--- src/sv/csvt_pkg.sv ---
`default_nettype none

package csvt_pkg;

  // Delimiter and quote characters
  localparam logic [7:0] CH_QUOTE = 8'h22;
  localparam logic [7:0] CH_COMMA = 8'h2C;
  localparam logic [7:0] CH_CR    = 8'h0D;
  localparam logic [7:0] CH_LF    = 8'h0A;

  // One text byte as it enters the parser
  typedef struct packed {
    logic [7:0] data_byte;
    logic       end_of_text;
  } in_item_t;

  // One token result as it leaves the parser
  typedef struct packed {
    logic [7:0] content_byte;
    logic       content_valid;
    logic       field_end;
    logic       record_end;
  } result_t;

endpackage

`default_nettype wire

--- src/sv/csvt_in_if.sv ---
`default_nettype none

interface csvt_in_if;
  logic       valid;
  logic       ready;
  logic [7:0] data_byte;
  logic       end_of_text;

  modport source (output valid, output data_byte, output end_of_text, input ready);
  modport sink   (input valid, input data_byte, input end_of_text, output ready);
endinterface

`default_nettype wire

--- src/sv/csvt_out_if.sv ---
`default_nettype none

interface csvt_out_if;
  logic       valid;
  logic       ready;
  logic [7:0] content_byte;
  logic       content_valid;
  logic       field_end;
  logic       record_end;

  modport source (output valid, output content_byte, output content_valid,
                  output field_end, output record_end, input ready);
  modport sink   (input valid, input content_byte, input content_valid,
                  input field_end, input record_end, output ready);
endinterface

`default_nettype wire

--- src/sv/csvt_in_stage.sv ---
`default_nettype none

module csvt_in_stage (
  input  wire logic              clk_i,
  input  wire logic              rst_ni,
  csvt_in_if.sink                in_i,
  input  wire logic              take_i,
  output logic                   valid_o,
  output csvt_pkg::in_item_t     item_o
);

  logic                 valid_q;
  csvt_pkg::in_item_t   item_q;
  logic                 load;

  // Accept when empty or when the held byte moves on this cycle
  assign in_i.ready = !valid_q || take_i;
  assign load       = in_i.valid && in_i.ready;

  // Track occupancy
  always_ff @(posedge clk_i or negedge rst_ni) begin
    if (!rst_ni) begin
      valid_q <= 1'b0;
    end else if (in_i.ready) begin
      valid_q <= in_i.valid;
    end
  end

  // Capture the byte on transfer
  always_ff @(posedge clk_i) begin
    if (load) begin
      item_q.data_byte   <= in_i.data_byte;
      item_q.end_of_text <= in_i.end_of_text;
    end
  end

  assign valid_o = valid_q;
  assign item_o  = item_q;

endmodule

`default_nettype wire

--- src/sv/csvt_parser.sv ---
`default_nettype none

module csvt_parser (
  input  wire logic               clk_i,
  input  wire logic               rst_ni,
  input  wire logic               advance_i,
  input  wire csvt_pkg::in_item_t item_i,
  output csvt_pkg::result_t       result_o
);

  localparam logic [1:0] MODE_START  = 2'd0;
  localparam logic [1:0] MODE_PLAIN  = 2'd1;
  localparam logic [1:0] MODE_QUOTED = 2'd2;
  localparam logic [1:0] MODE_AFTERQ = 2'd3;

  logic [1:0] mode_q, mode_d;
  logic       cr_pending_q, cr_pending_d;
  logic       field_bytes_q, field_bytes_d;
  logic       record_fields_q, record_fields_d;

  logic [7:0] b;
  logic       swallow;
  logic       cv, fe, re;

  assign b       = item_i.data_byte;
  // Drop the LF of a CRLF pair
  assign swallow = cr_pending_q && (b == csvt_pkg::CH_LF);

  // Next state and result for one byte
  always_comb begin
    mode_d          = mode_q;
    cr_pending_d    = 1'b0;
    field_bytes_d   = field_bytes_q;
    record_fields_d = record_fields_q;
    cv              = 1'b0;
    fe              = 1'b0;
    re              = 1'b0;

    if (!swallow) begin
      if (mode_q == MODE_QUOTED) begin
        if (b == csvt_pkg::CH_QUOTE) begin
          mode_d = MODE_AFTERQ;
        end else begin
          cv = 1'b1;
        end
      end else if (mode_q == MODE_START && b == csvt_pkg::CH_QUOTE) begin
        mode_d = MODE_QUOTED;
      end else if (mode_q == MODE_AFTERQ && b == csvt_pkg::CH_QUOTE) begin
        // Doubled quote: literal quote, back inside quotes
        mode_d = MODE_QUOTED;
        cv     = 1'b1;
      end else if (b == csvt_pkg::CH_COMMA) begin
        fe              = 1'b1;
        field_bytes_d   = 1'b0;
        record_fields_d = 1'b1;
        mode_d          = MODE_START;
      end else if (b == csvt_pkg::CH_CR || b == csvt_pkg::CH_LF) begin
        fe              = 1'b1;
        re              = 1'b1;
        field_bytes_d   = 1'b0;
        record_fields_d = 1'b0;
        cr_pending_d    = (b == csvt_pkg::CH_CR);
        mode_d          = MODE_START;
      end else begin
        mode_d = MODE_PLAIN;
        cv     = 1'b1;
      end
      if (cv) begin
        field_bytes_d = 1'b1;
      end
    end

    // Flush on the final byte, then return to reset values
    if (item_i.end_of_text) begin
      if (field_bytes_d) begin
        fe = 1'b1;
      end
      if (field_bytes_d || record_fields_d) begin
        re = 1'b1;
      end
      mode_d          = MODE_START;
      cr_pending_d    = 1'b0;
      field_bytes_d   = 1'b0;
      record_fields_d = 1'b0;
    end
  end

  // Advance parse state once per byte handed downstream
  always_ff @(posedge clk_i or negedge rst_ni) begin
    if (!rst_ni) begin
      mode_q          <= MODE_START;
      cr_pending_q    <= 1'b0;
      field_bytes_q   <= 1'b0;
      record_fields_q <= 1'b0;
    end else if (advance_i) begin
      mode_q          <= mode_d;
      cr_pending_q    <= cr_pending_d;
      field_bytes_q   <= field_bytes_d;
      record_fields_q <= record_fields_d;
    end
  end

  assign result_o.content_byte  = cv ? b : 8'h00;
  assign result_o.content_valid = cv;
  assign result_o.field_end     = fe;
  assign result_o.record_end    = re;

  // A pending CR only follows a completed record
  a_cr_clean: assert property (@(posedge clk_i) disable iff (!rst_ni)
    cr_pending_q |-> (mode_q == MODE_START) && !field_bytes_q && !record_fields_q)
    else $error("cr_pending set with record or field open");

  // The final byte leaves the parser in its reset state
  a_flush_reset: assert property (@(posedge clk_i) disable iff (!rst_ni)
    advance_i && item_i.end_of_text |=>
      (mode_q == MODE_START) && !cr_pending_q && !field_bytes_q && !record_fields_q)
    else $error("state not cleared after end of text");

  // A record end needs a field end now or a completed field before
  a_record_has_field: assert property (@(posedge clk_i) disable iff (!rst_ni)
    advance_i && re |-> fe || record_fields_q)
    else $error("empty record ended");

  // Content mid-text marks the field as holding bytes
  a_content_marks: assert property (@(posedge clk_i) disable iff (!rst_ni)
    advance_i && cv && !item_i.end_of_text |=> field_bytes_q)
    else $error("content byte not recorded in field");

endmodule

`default_nettype wire

--- src/sv/csvt_out_stage.sv ---
`default_nettype none

module csvt_out_stage (
  input  wire logic              clk_i,
  input  wire logic              rst_ni,
  input  wire logic              valid_i,
  input  wire csvt_pkg::result_t result_i,
  output logic                   ready_o,
  csvt_out_if.source             out_o
);

  logic                valid_q;
  csvt_pkg::result_t   result_q;

  // Take a new result when empty or when the held one transfers
  assign ready_o = !valid_q || out_o.ready;

  // Track occupancy
  always_ff @(posedge clk_i or negedge rst_ni) begin
    if (!rst_ni) begin
      valid_q <= 1'b0;
    end else if (ready_o) begin
      valid_q <= valid_i;
    end
  end

  // Hold the result until it transfers
  always_ff @(posedge clk_i) begin
    if (ready_o && valid_i) begin
      result_q <= result_i;
    end
  end

  assign out_o.valid         = valid_q;
  assign out_o.content_byte  = result_q.content_byte;
  assign out_o.content_valid = result_q.content_valid;
  assign out_o.field_end     = result_q.field_end;
  assign out_o.record_end    = result_q.record_end;

endmodule

`default_nettype wire

--- src/sv/csv_tokenizer.sv ---
// CSV tokenizer: takes one text byte per transfer and returns one token result per
// byte, in order, marking content bytes, field ends and record ends (comma ends a
// field; CR, LF or CRLF ends a record; quotes group text and a doubled quote is a
// literal quote). It sustains one byte per cycle while the output is ready; each byte
// passes an input register, then the parse state update and an output register. The
// rate is set by the parse state loop. Assert end_of_text on the last byte of a
// text to flush the open field and record and return the parser to its reset state.
`default_nettype none

module csv_tokenizer (
  input  wire logic clk_i,
  input  wire logic rst_ni,
  csvt_in_if.sink   in_i,
  csvt_out_if.source out_o
);

  logic                s1_valid;
  csvt_pkg::in_item_t  s1_item;
  csvt_pkg::result_t   s1_result;
  logic                s2_ready;
  logic                advance;

  // Byte moves from input register into the result register
  assign advance = s1_valid && s2_ready;

  csvt_in_stage u_in_stage (
    .clk_i   (clk_i),
    .rst_ni  (rst_ni),
    .in_i    (in_i),
    .take_i  (advance),
    .valid_o (s1_valid),
    .item_o  (s1_item)
  );

  csvt_parser u_parser (
    .clk_i     (clk_i),
    .rst_ni    (rst_ni),
    .advance_i (advance),
    .item_i    (s1_item),
    .result_o  (s1_result)
  );

  csvt_out_stage u_out_stage (
    .clk_i    (clk_i),
    .rst_ni   (rst_ni),
    .valid_i  (s1_valid),
    .result_i (s1_result),
    .ready_o  (s2_ready),
    .out_o    (out_o)
  );

endmodule

`default_nettype wire

--- src/flat_wrapper.sv ---
// flat-port wrapper written by rule: the top's interface ports become plain ports
module csv_tokenizer_flat 
  (clk_i, rst_ni, in_i_valid, in_i_data_byte, in_i_end_of_text, in_i_ready, out_o_valid, out_o_content_byte, out_o_content_valid, out_o_field_end, out_o_record_end, out_o_ready);
  csvt_in_if in_i_i ();
  csvt_out_if out_o_i ();
  input  wire logic clk_i;
  input  wire logic rst_ni;
  input wire logic [$bits(in_i_i.valid)-1:0] in_i_valid;
  input wire logic [$bits(in_i_i.data_byte)-1:0] in_i_data_byte;
  input wire logic [$bits(in_i_i.end_of_text)-1:0] in_i_end_of_text;
  output wire logic [$bits(in_i_i.ready)-1:0] in_i_ready;
  output wire logic [$bits(out_o_i.valid)-1:0] out_o_valid;
  output wire logic [$bits(out_o_i.content_byte)-1:0] out_o_content_byte;
  output wire logic [$bits(out_o_i.content_valid)-1:0] out_o_content_valid;
  output wire logic [$bits(out_o_i.field_end)-1:0] out_o_field_end;
  output wire logic [$bits(out_o_i.record_end)-1:0] out_o_record_end;
  input wire logic [$bits(out_o_i.ready)-1:0] out_o_ready;
  assign in_i_i.valid = in_i_valid;
  assign in_i_i.data_byte = in_i_data_byte;
  assign in_i_i.end_of_text = in_i_end_of_text;
  assign in_i_ready = in_i_i.ready;
  assign out_o_valid = out_o_i.valid;
  assign out_o_content_byte = out_o_i.content_byte;
  assign out_o_content_valid = out_o_i.content_valid;
  assign out_o_field_end = out_o_i.field_end;
  assign out_o_record_end = out_o_i.record_end;
  assign out_o_i.ready = out_o_ready;
  csv_tokenizer u_core (.clk_i(clk_i), .rst_ni(rst_ni), .in_i(in_i_i), .out_o(out_o_i));
endmodule
--- config.mk ---
export PLATFORM = sky130hd
export DESIGN_NAME = csv_tokenizer_flat
export DESIGN_NICKNAME = d
export VERILOG_FILES = /design/src/sv/csvt_pkg.sv /design/src/sv/csvt_in_if.sv /design/src/sv/csvt_out_if.sv /design/src/sv/csvt_in_stage.sv /design/src/sv/csvt_parser.sv /design/src/sv/csvt_out_stage.sv /design/src/sv/csv_tokenizer.sv /design/src/flat_wrapper.sv
export SDC_FILE = /design/constraint.sdc
export NUM_CORES = 1
export LEC_CHECK = 0
export BUFFER_PORTS_ARGS = -buffer_cell sky130_fd_sc_hd__buf_2
export CORE_ASPECT_RATIO = 1.75
export CORE_MARGIN = 3
export CORE_UTILIZATION = 50
export DETAILED_ROUTE_END_ITERATION = 12
export PLACE_DENSITY = 0.73
export SLEW_MARGIN = 25
export SYNTH_ARGS = -nofsm -noshare
export SYNTH_HDL_FRONTEND = slang
export SYNTH_SLANG_ARGS = --single-unit
--- constraint.sdc ---
create_clock -name clk_i -period 2.09 [get_ports clk_i]
set_clock_uncertainty 0.2 [all_clocks]
set_input_delay 0 -clock clk_i [delete_from_list [all_inputs] [get_ports clk_i]]
set_output_delay 0 -clock clk_i [all_outputs]
set_load 0.02 [all_outputs]
# After elaboration in Yosys (flattened, before gate mapping)
# Cells that the tools add are included.
# W data, S select, Z words.
# totals
elab_cells	86
out_inout_bits	13
register_bits	27
input_bits	13
# op_classes
n_mux	53
eq_ne	8
reduce_logical	13
# op_table
cell	count
$mux W1	47
$eq A8 B4 Y1 const B	2
$eq A8 B6 Y1 const B	2
$mux W2	6
$logic_and A1 B1 Y1	5
$eq A2 B2 Y1 const B	2
$logic_or A1 B1 Y1	4
$ne A3 B1 Y1 const B	1
$reduce_and A3 Y1	1
$logic_not A1 Y1	2
$logic_not A2 Y1	1
$ne A2 B1 Y1 const B	1

# Depth between registers and ports, before layout
# Gate-level depths: netlist of run 1.
# depth
word_depth	13
depth_mapped	6
ltp_nobuf	5

# Cells and area by module
# Synthesis of run 1 repeated with hierarchy kept, for this count alone.
# hier_totals
cells_unflattened	101
area_unflattened_um2	1318.8
# by_module_without_submodules
module	area_per_inst_um2	instances	cells_per_inst
csvt_parser	604.3	1	72
csvt_out_stage	384.1	1	15
csvt_in_stage	324.1	1	13
csv_tokenizer	6.3	1	1

# Worst setup path after synthesis of run 1
# OpenSTA, ideal clock, no wires.
# synth_timing
kind	register to register
startpoint	reg u_core.u_in_stage.item_q, in the netlist u_core.u_in_stage.item_o[3]
endpoint	reg u_core.u_out_stage.result_q, in the netlist u_core.u_out_stage.out_o.field_end, data pin
arrival_ns	1.337
stages_incl_launch_ff	5
setup_ns	0.259
n_path_buf	0
path_slack_ns	0.294
path_cell_list	edfxtp_1 > and4bb_4 > or2_0 > o221a_2 > o21bai_1
# synth_between
elab_chain_cells	12
word_cells_on_any_way	30
# synth_rtl
element	line	source
start, declared	csvt_in_stage.sv:13	csvt_pkg::in_item_t item_q;
$eq A8 B4 Y1, on equally long branches	csvt_parser.sv:57, csvt_parser.sv:27	
$logic_or A1 B1 Y1	csvt_parser.sv:57	end else if (b == csvt_pkg::CH_CR || b == csvt_pkg::CH_LF) begin
$mux W1	csvt_parser.sv:57	
$mux W1	csvt_parser.sv:52	end else if (b == csvt_pkg::CH_COMMA) begin
$mux W1	csvt_parser.sv:48	end else if (mode_q == MODE_AFTERQ && b == csvt_pkg::CH_QUOTE) begin
$mux W1	csvt_parser.sv:46	end else if (mode_q == MODE_START && b == csvt_pkg::CH_QUOTE) begin
$mux W1	csvt_parser.sv:40	if (mode_q == MODE_QUOTED) begin
$mux W1	csvt_parser.sv:39	if (!swallow) begin
$mux W1	csvt_parser.sv:68	if (cv) begin
$mux W1	csvt_parser.sv:39	
$mux W1	csvt_parser.sv:75	if (field_bytes_d) begin
$mux W1 (*)	csvt_parser.sv:74	if (item_i.end_of_text) begin
named net u_core.u_parser.fe	csvt_parser.sv:23	logic cv, fe, re;
end signal, assigned	csvt_out_stage.sv:30	result_q <= result_i;
end, declared	csvt_out_stage.sv:13	csvt_pkg::result_t result_q;
# Mark *: on every way through the listed nets, which the timed path passes. The rest lies on a longest branch. The select of a mux whose other input is x is not followed.
# A chain may end at the register's enable or synchronous reset.

# Worst setup path in the final report of run 1
# layout_timing
startpoint	reg u_core.u_in_stage.item_q, in the netlist u_core.u_in_stage.item_o[1]
endpoint	reg u_core.u_out_stage.result_q, in the netlist u_core.u_out_stage.out_o.record_end, data pin
# layout_between
elab_chain_cells	13
word_cells_on_any_way	37
# layout_rtl
element	line	source
$eq A8 B4 Y1, on equally long branches	csvt_parser.sv:57, csvt_parser.sv:27	
$logic_or A1 B1 Y1	csvt_parser.sv:57	
$mux W1	csvt_parser.sv:57	
$mux W1	csvt_parser.sv:52	
$mux W1	csvt_parser.sv:48	
$mux W1	csvt_parser.sv:46	
$mux W1	csvt_parser.sv:40	
$mux W1	csvt_parser.sv:39	
$mux W1	csvt_parser.sv:68	
$mux W1	csvt_parser.sv:39	
$logic_or A1 B1 Y1	csvt_parser.sv:78	if (field_bytes_d || record_fields_d) begin
$mux W1	csvt_parser.sv:78	
$mux W1 (*)	csvt_parser.sv:74	
named net u_core.u_parser.re	csvt_parser.sv:23	
# Marked as above.

==> metrics, run 1 <==
status=finished, final reports clean; Area Overhead vs Synth=23.2%; multi-input combinational cell area=563 µm²; FF-to-FF setup slack=0.12 ns; GRT Util Overall=17.5%; Critical Path RT=1.91 ns; post-cts sizing count=0; Hold WC Path Type=input pin to flip-flop; critical hold path startpoint=in_i_end_of_text; Yosys top cell by area=edfxtp_1; Total Power=1.16 mW; layout cells sized above 1=30.6%; Setup Total Neg Slack=0 ns; count leader, synth=edfxtp_1; root buf cell=clkbuf_8; Synth Flop Type=edfxtp_1; IO buf count=25; crit path launch=u_core.u_in_stage.item_o[1]$_DFFE_PP_; CP Data Arrival Time=1.78 ns; total CTS buffers=3; I/O pins=26; WL final=2.75 mm; max_cap viols=0; Die Area=0.00347 mm²; Mapped Avg Cell Area=13.2 µm²; antenna violations before repair=0; CP startpoint kind=flip-flop; Final Hold Viols=0; Worst Max-Slew Pin Slew=0.425 ns; Rows=24; Setup Viol. Count Final=0; Post-synth top cells=edfxtp_1 (20), and2_1 (7), dfrtp_1 (7), nand2_1 (7), nand2b_1 (7); CP Capture Type=flip-flop; Slew HR=71.7%; fill cell count=189; power per cell area=676 mW/mm²; flops & latches, synth=27; Worst Reg-to-Reg Cells=4; Initial Utilization=53.7%; Final GP Congestion=0.881; Clock Pin Slew Worst Setup and Hold Paths=0.09 ns; RSZ-0062 raised after global routing=false; Syn Inst Count=105; Die W=45.8 µm; clk sinks=27; sequential area share after synthesis=55.9%; minimum clock period=1.97 ns; top-area cell type share of the netlist area=43.3%; crit path to=u_core.u_out_stage.out_o.record_end$_DFFE_PP_; maximum VDD drop=0.546 mV; max-slew violation count=0; Post-Syn Nets=118; FF-to-FF Start=u_core.u_in_stage.item_o[1]$_DFFE_PP_; Clock Latency Late Sink=0.28 ns; DRC viols=0; Unique masters post-synth=47; largest net degree at the start of global routing=16; synth warn=0; Vias/cell=5.92; Vias=1006; final antenna-violating net count=0; Netlist Area Pre-Place=0.00139 mm²; P_leak=0.653 nW; total grt overflow=0; synth top area cells=edfxtp_1 (43%), dfrtp_1 (13%), and2_1 (3.2%); worst-path fanout max=10; global-route wire length before repair=4.35 mm; Tcrit/Tclk final=94.1%; CTS tree=yes; H-tree depth=1; 1st-iter DRT viols=21; number of inserted diodes=0; DP Wirelength=2.05 mm; routed length per instance=16.1 µm; Core Util, Final=66.2%; critical path class=flip-flop to flip-flop; fin nets=158; Post-synth EDFFs=20; die outline height=75.7 µm; max frequency=0.509 GHz; # Post-CTS Setup Buffers=0; vias in the first global route=978; drt first pass iters=4; core area=0.00258 mm²; Max clock buf depth=2; RR Endpoint=u_core.u_out_stage.out_o.record_end$_DFFE_PP_; register area=776 µm²; Post-synth ARST share=25.9%
## layer usage
layer / GRT usage [%] / vias up / wire length (µm)
met2: 31.7 / 36 / 1540
met4: 9.49 / 0 / 69
met5: 0 / - / 0
met3: 2.13 / 7 / 120
met1: 18.9 / 478 / 1010
li1: - / 485 / -
## placed cells by master (no fill, tap or decap), drive strengths merged, types with 5 or more instances in the layout
master,count
nand2,7
dlygate4sd3,14
and2,7
nand2b,7
edfxtp,20
inv,5
buf,26
dfrtp,7
## worst min path at each step
stage                                                       endpoint  slack (ns)  cells past startpoint
final                          u_core.u_in_stage.item_o[0]$_DFFE_PP_        0.23                      2
after global routing           u_core.u_in_stage.item_o[8]$_DFFE_PP_        0.23                      2
after floorplan                u_core.u_in_stage.valid_o$_DFFE_PN0N_       -0.50                      0
after CTS                      u_core.u_in_stage.item_o[0]$_DFFE_PP_        0.23                      2
after detailed placement  u_core.u_out_stage.out_o.valid$_DFFE_PN0P_       -0.35                      1
after global placement         u_core.u_parser.mode_q[1]$_DFFE_PN0P_       -0.36                      1
## where the power goes
group	switching (mW)	internal, mW	total [mW]
combinational	0.0951	0.0902	0.185
clock	0.162	0.134	0.296
sequential	0.0448	0.630	0.674
## final cells by class
type	instances	share of cell area, %
Multi-Input combinational cell	68	32.9
Tap cell	26	1.90
Clock inverter	1	0.293
Inverter	5	1.10
Timing Repair Buffer	40	16.0
Sequential cell	27	45.4
Clock buffer	3	2.42
## stage by stage
stage	std cells	cell area [µm²]	worst slack [ns]	hold WS (ns)
floorplan	105	1390	0.294	-0.496
global placement	152	1520	0.178	-0.358
detailed placement	152	1520	0.134	-0.350
CTS	170	1710	0.133	0.228
global route	170	1710	0.0360	0.234
finish	170	1710	0.124	0.233
## flip-flops by register name, indices dropped and copies added, names as in the netlist
name,flops
u_core.u_parser.cr_pending_q,1
u_core.u_in_stage.valid_o,1
u_core.u_out_stage.out_o.content_valid,1
u_core.u_out_stage.out_o.content_byte,8
u_core.u_out_stage.out_o.field_end,1
u_core.u_parser.field_bytes_q,1
u_core.u_out_stage.out_o.record_end,1
u_core.u_parser.record_fields_q,1
u_core.u_in_stage.item_o,9
u_core.u_parser.mode_q,2
u_core.u_out_stage.out_o.valid,1
## cells by family (layout without fill, tap and decap cells)
group	after synthesis	after routing	share of synthesized area, %
xor+xnor	1	1	0.631
flops	27	27	55.9
buf+inv	10	49	3.52
compound gates	22	22	14.6
simple gates	44	44	24.5
fa+ha+maj	1	1	0.811
## worst max-delay path, stage by stage, from the launching register on
cell	delay [ns]
edfxtp_1	0.55
nor4b_2	0.48
o311ai_4	0.14
a31oi_1	0.21
o221ai_1	0.13
## repair_timing
action,in CTS,in global routing
hold buffers,14,0
hold endpoints to repair,18,0
setup endpoints to repair,0,0
Note: power is estimated with default switching activity, not from simulation.
==> inputs of run 2 (changes only) <==
==> constraint.sdc (replaced) <==
create_clock -name clk_i -period 2.5 [get_ports clk_i]
set_clock_uncertainty 0.2 [all_clocks]
set_input_delay 0 -clock clk_i [delete_from_list [all_inputs] [get_ports clk_i]]
set_output_delay 0 -clock clk_i [all_outputs]
set_load 0.02 [all_outputs]
==> metrics, run 2 (synthesis results as in run 1) <==
status=finished, final reports clean; worst-path fanout max=10 (unchanged); DRC viols=0 (unchanged); max frequency=0.501 GHz (-1.4%); I/O pins=26 (unchanged); Slew HR=67.1% (-4.6 points); routed length per instance=16.1 µm (-0.43%); fin nets=157 (-0.63%); antenna violations before repair=0 (unchanged); max-slew violation count=0 (unchanged); max_cap viols=0 (unchanged); # Post-CTS Setup Buffers=0 (unchanged); 1st-iter DRT viols=17 (-19%); Worst Max-Slew Pin Slew=0.493 ns (+0.0680 ns); clk sinks=27 (unchanged); root buf cell=clkbuf_8; FF-to-FF setup slack=0.50 ns (+0.38 ns); number of inserted diodes=0 (unchanged); Post-CTS Hold Buffers=14 (unchanged); core area=0.00258 mm² (unchanged); H-tree depth=1 (unchanged); Clock Pin Slew Worst Setup and Hold Paths=0.09 ns (about the same); vias in the first global route=975 (-0.31%); minimum clock period=2.00 ns (+0.0288 ns); Vias=1025 (+1.9%); Die W=45.8 µm (unchanged); Final GP Congestion=0.875 (-0.68%); RSZ-0062 raised after global routing=false; commonest non-fill, non-tap cell in the layout=buf_2; Setup Viol. Count Final=0 (unchanged); CTS tree=yes; Hold WC Path Type=input pin to flip-flop; largest net degree at the start of global routing=16 (unchanged); Tcrit/Tclk final=79.8% (-14 points); maximum VDD drop=0.511 mV (-6.4%); IO buf count=25 (unchanged); post-place setup slack=0.541 ns (+0.407 ns); Setup Total Neg Slack=0 ns (unchanged); post-cts sizing count=0 (unchanged); Die Area=0.00347 mm² (unchanged); Vias/cell=6.07 (+2.5%); total CTS buffers=3 (unchanged); Largest register FFs=9 (unchanged); CP startpoint kind=flip-flop; layout cells sized above 1=30.1% (-0.49 points); most frequent cells in the layout=buf_2 (25), edfxtp_1 (20), dlygate4sd3_1 (14); P_leak=0.648 nW (-0.76%); DP Wirelength=1.99 mm (-2.7%); drt first pass iters=4 (unchanged); Critical Path RT=2.31 ns (+0.40 ns); GRT Util Overall=17.3% (-0.15 points); fill cell count=189 (unchanged); hold path depth=2 (unchanged); total grt overflow=0 (unchanged); final antenna-violating net count=0 (unchanged); fin worst setup slack=0.505 ns (+0.381 ns); Total Power=0.963 mW (-17%); CP Capture Type=flip-flop; WL final=2.72 mm (-1.0%); Max clock buf depth=2 (unchanged); critical path class=flip-flop to flip-flop; Rows=24 (unchanged); Initial Utilization=53.7% (unchanged); Clock Latency Late Sink=0.28 ns (about the same); Area Overhead vs Synth=22.6%; CP Data Arrival Time=1.80 ns (+0.02 ns); Final Hold Viols=0 (unchanged); Worst Reg-to-Reg Cells=4 (unchanged); die outline height=75.7 µm (unchanged); power per cell area=566 mW/mm² (-16%); global-route wire length before repair=4.28 mm (-1.6%)
==> run 2: report_power, final <==
group,total (mW),switching (mW),internal (mW)
sequential,0.564,0.0373,0.527
clock,0.246,0.134,0.112
combinational,0.153,0.0794,0.0736
==> run 2: routing by layer <==
metal | part of all wire, % | vias up | track usage [%]
met3 | 3.5 | 11 | 2.60
met1 | 37 | 501 | 18.0
met4 | 4.7 | 0 | 11.4
li1 | - | 480 | -
met5 | 0 | - | 0
met2 | 55 | 33 | 30.9
==> run 2: stage by stage <==
step	instances	utilization [%]	instance area, µm²	hold WS, ns
4_1_cts	169	65.9	1700	0.233
5_1_grt	169	65.9	1700	0.239
2_1_floorplan	105	-	1390	-0.496
3_5_place_dp	151	58.7	1520	-0.351
3_3_place_gp	151	58.7	1520	-0.357
6_report	169	65.9	1700	0.227
==> run 2: path summary, 6_finish.rpt <==
kind                                                                  to                             startpoint
max in group asynchronous       u_core.u_parser.cr_pending_q$_DFFE_PN0P_                                 rst_ni
hold / removal                     u_core.u_in_stage.item_o[8]$_DFFE_PP_                      in_i_data_byte[7]
hold reg to reg               u_core.u_out_stage.out_o.valid$_DFFE_PN0P_  u_core.u_in_stage.valid_o$_DFFE_PN0N_
min in group asynchronous          u_core.u_parser.mode_q[0]$_DFFE_PN0P_                                 rst_ni
setup reg to reg           u_core.u_out_stage.out_o.record_end$_DFFE_PP_  u_core.u_in_stage.item_o[1]$_DFFE_PP_
setup / recovery           u_core.u_out_stage.out_o.record_end$_DFFE_PP_  u_core.u_in_stage.item_o[1]$_DFFE_PP_
==> run 2: worst max-delay path, stage by stage (launching register included) <==
cell and delay [ns]:
edfxtp_1 0.56, nor3b_4 0.34, a31oi_1 0.16, o2111ai_1 0.29, o221ai_1 0.19
==> run 2: area by class of cell <==
cell class	instances	area (µm²)	area share [%]
repair buffers	39	265	15.6
inverters	5	18.8	1.10
clock buffers	3	41.3	2.43
clock inverters	1	5.00	0.294
flip-flops and latches	27	776	45.6
well taps	26	32.5	1.91
multi-input cells	68	563	33.1
==> inputs of run 3 (changes only) <==
==> constraint.sdc (replaced) <==
create_clock -name clk_i -period 2 [get_ports clk_i]
set_clock_uncertainty 0.2 [all_clocks]
set_input_delay 0 -clock clk_i [delete_from_list [all_inputs] [get_ports clk_i]]
set_output_delay 0 -clock clk_i [all_outputs]
set_load 0.02 [all_outputs]
==> metrics, run 3 (synthesis results as in run 1) <==
global-route wire length before repair=4.60 mm (+7.6%); core area=0.00258 mm² (unchanged); fill cell count=181 (-4.2%); Area Overhead vs Synth=27.9%; most frequent cells in the layout=buf_2 (25), edfxtp_1 (20), dlygate4sd3_1 (14); Tcrit/Tclk final=99.0% (+19 points); max-slew violation count=0 (unchanged); commonest non-fill, non-tap cell in the layout=buf_2; antenna violations before repair=0 (unchanged); IO buf count=25 (unchanged); fin nets=166 (+5.7%); minimum clock period=1.98 ns (-0.0157 ns); max_cap viols=0 (unchanged); number of inserted diodes=0 (unchanged); hold path depth=2 (unchanged); vias in the first global route=1044 (+7.1%); Worst Hold Path EP=u_core.u_in_stage.item_o[3]$_DFFE_PP_; Final GP Congestion=0.857 (-2.1%); CP Capture Type=flip-flop; critical path class=flip-flop to flip-flop; Die Area=0.00347 mm² (unchanged); Die W=45.8 µm (unchanged); Critical Path RT=1.97 ns (-0.34 ns); Placed Area=0.00153 mm² (+0.99%); multi-input combinational cell area=568 µm² (+0.89%); total grt overflow=0 (unchanged); die outline height=75.7 µm (unchanged); Vias/cell=6.06 (about the same); Final Hold Viols=0 (unchanged); final antenna-violating net count=0 (unchanged); critical hold path startpoint=in_i_data_byte[2]; largest net degree at the start of global routing=15 (-1); Setup Viol. Count Final=0 (unchanged); total CTS buffers=3 (unchanged); RR Endpoint=u_core.u_parser.record_fields_q$_DFFE_PN0P_; routed length per instance=16.6 µm (+3.5%); maximum VDD drop=0.515 mV (+0.79%); Finished Layout Cells=178 (+5.3%); layout cells sized above 1=34.2% (+4.1 points); Largest register FFs=9 (unchanged); drt first pass iters=4 (unchanged); Rows=24 (unchanged); Initial Utilization=53.7% (unchanged); 1st-iter DRT viols=30 (+13); Clock Latency Late Sink=0.27 ns (about the same); Setup Total Neg Slack=0 ns (unchanged); GRT Util Overall=18.7% (+1.4 points); CTS tree=yes; status=finished, final reports clean; Worst Max-Slew Pin Slew=0.421 ns (-0.0720 ns); worst-path fanout max=7 (-3); Clock Pin Slew Worst Setup and Hold Paths=0.09 ns (about the same); root buf cell=clkbuf_8; Vias=1079 (+5.3%); FF-to-FF setup slack=0.02 ns (-0.48 ns); post-route cell area=0.00177 mm² (+4.3%); RSZ-0062 raised after global routing=true; WL final=2.96 mm (+9.0%); DP Wirelength=2.14 mm (+7.6%); Max clock buf depth=2 (unchanged); CP startpoint kind=flip-flop; power per cell area=687 mW/mm² (+21%); clk sinks=27 (unchanged); I/O pins=26 (unchanged); register area=776 µm² (unchanged); Worst Reg-to-Reg Cells=4 (unchanged); H-tree depth=1 (unchanged); DRC viols=0 (unchanged); DP Cell Count=153 (+1.3%); Slew HR=72.0% (+4.8 points); max frequency=0.505 GHz (+0.79%); P_leak=0.692 nW (+6.9%); FF-to-FF Start=u_core.u_in_stage.item_o[3]$_DFFE_PP_; CP Data Arrival Time=1.94 ns (+0.14 ns); Hold WC Path Type=input pin to flip-flop
==> run 3: cell types whose count changed in the layout (fill, tap and decap cells not counted), sizes merged <==
cell / delta
clkinv: -1
clkbuf: +2
buf: +8
==> run 3: layer usage <==
metal | part of all wire [%] | vias to the layer above | GRT usage [%] | routed length [µm]
met5 | 0 | - | 0 | 0
met4 | 4.8 | 0 | 14.6 | 141
met3 | 5.0 | 11 | 3.78 | 148
met2 | 57 | 51 | 32.3 | 1680
met1 | 34 | 517 | 18.7 | 996
li1 | - | 500 | - | -
==> run 3: repair_timing <==
item | CTS | global route
setup endpoints to repair | 0 | 7
buffers inserted | 0 | 7
hold buffers | 14 | 0
hold endpoints to repair | 18 | 0
resized for setup | 0 | 2
==> run 3: worst max-delay path, cell delays in order, from the launching register on <==
cell and delay, ns:
edfxtp_1 0.52, nand2b_1 0.24, o31ai_2 0.30, o2111ai_1 0.22, a311o_1 0.39
==> run 3: worst max path at each step <==
stage / start / endpoint / slack, ns / cells after the start
2_1_floorplan: u_core.u_in_stage.item_o[3]$_DFFE_PP_ / u_core.u_out_stage.out_o.field_end$_DFFE_PP_ / 0.20 / 4
3_3_place_gp: u_core.u_in_stage.item_o[1]$_DFFE_PP_ / u_core.u_out_stage.out_o.record_end$_DFFE_PP_ / 0.06 / 4
3_5_place_dp: u_core.u_in_stage.item_o[1]$_DFFE_PP_ / u_core.u_out_stage.out_o.record_end$_DFFE_PP_ / 0.03 / 4
4_1_cts: u_core.u_in_stage.item_o[1]$_DFFE_PP_ / u_core.u_out_stage.out_o.record_end$_DFFE_PP_ / 0.02 / 4
5_1_grt: u_core.u_in_stage.item_o[3]$_DFFE_PP_ / u_core.u_out_stage.out_o.record_end$_DFFE_PP_ / -0.08 / 4
6_report: u_core.u_in_stage.item_o[3]$_DFFE_PP_ / u_core.u_parser.record_fields_q$_DFFE_PN0P_ / 0.02 / 4
==> run 3: power breakdown <==
group / internal (mW) / total, mW / switching (mW)
combinational: 0.104 / 0.210 / 0.107
clock: 0.143 / 0.306 / 0.163
sequential: 0.658 / 0.703 / 0.0450
==> run 3: cell type report <==
cell class,instances,share of cell area (%)
Clock buffer,4,2.54
Sequential cell,27,43.7
Timing Repair Buffer,48,18.8
Inverter,5,1.06
Multi-Input combinational cell,68,32.0
Tap cell,26,1.83
==> run 3: stage by stage <==
step	setup slack (ns)	total power, mW	utilization (%)	hold slack [ns]
floorplan	0.204	0.830	-	-0.496
global placement	0.0641	0.881	59.3	-0.357
detailed placement	0.0322	0.891	59.3	-0.355
CTS	0.0220	1.21	66.4	0.225
global route	-0.0755	1.27	68.7	0.235
finish	0.0204	1.22	68.7	0.229
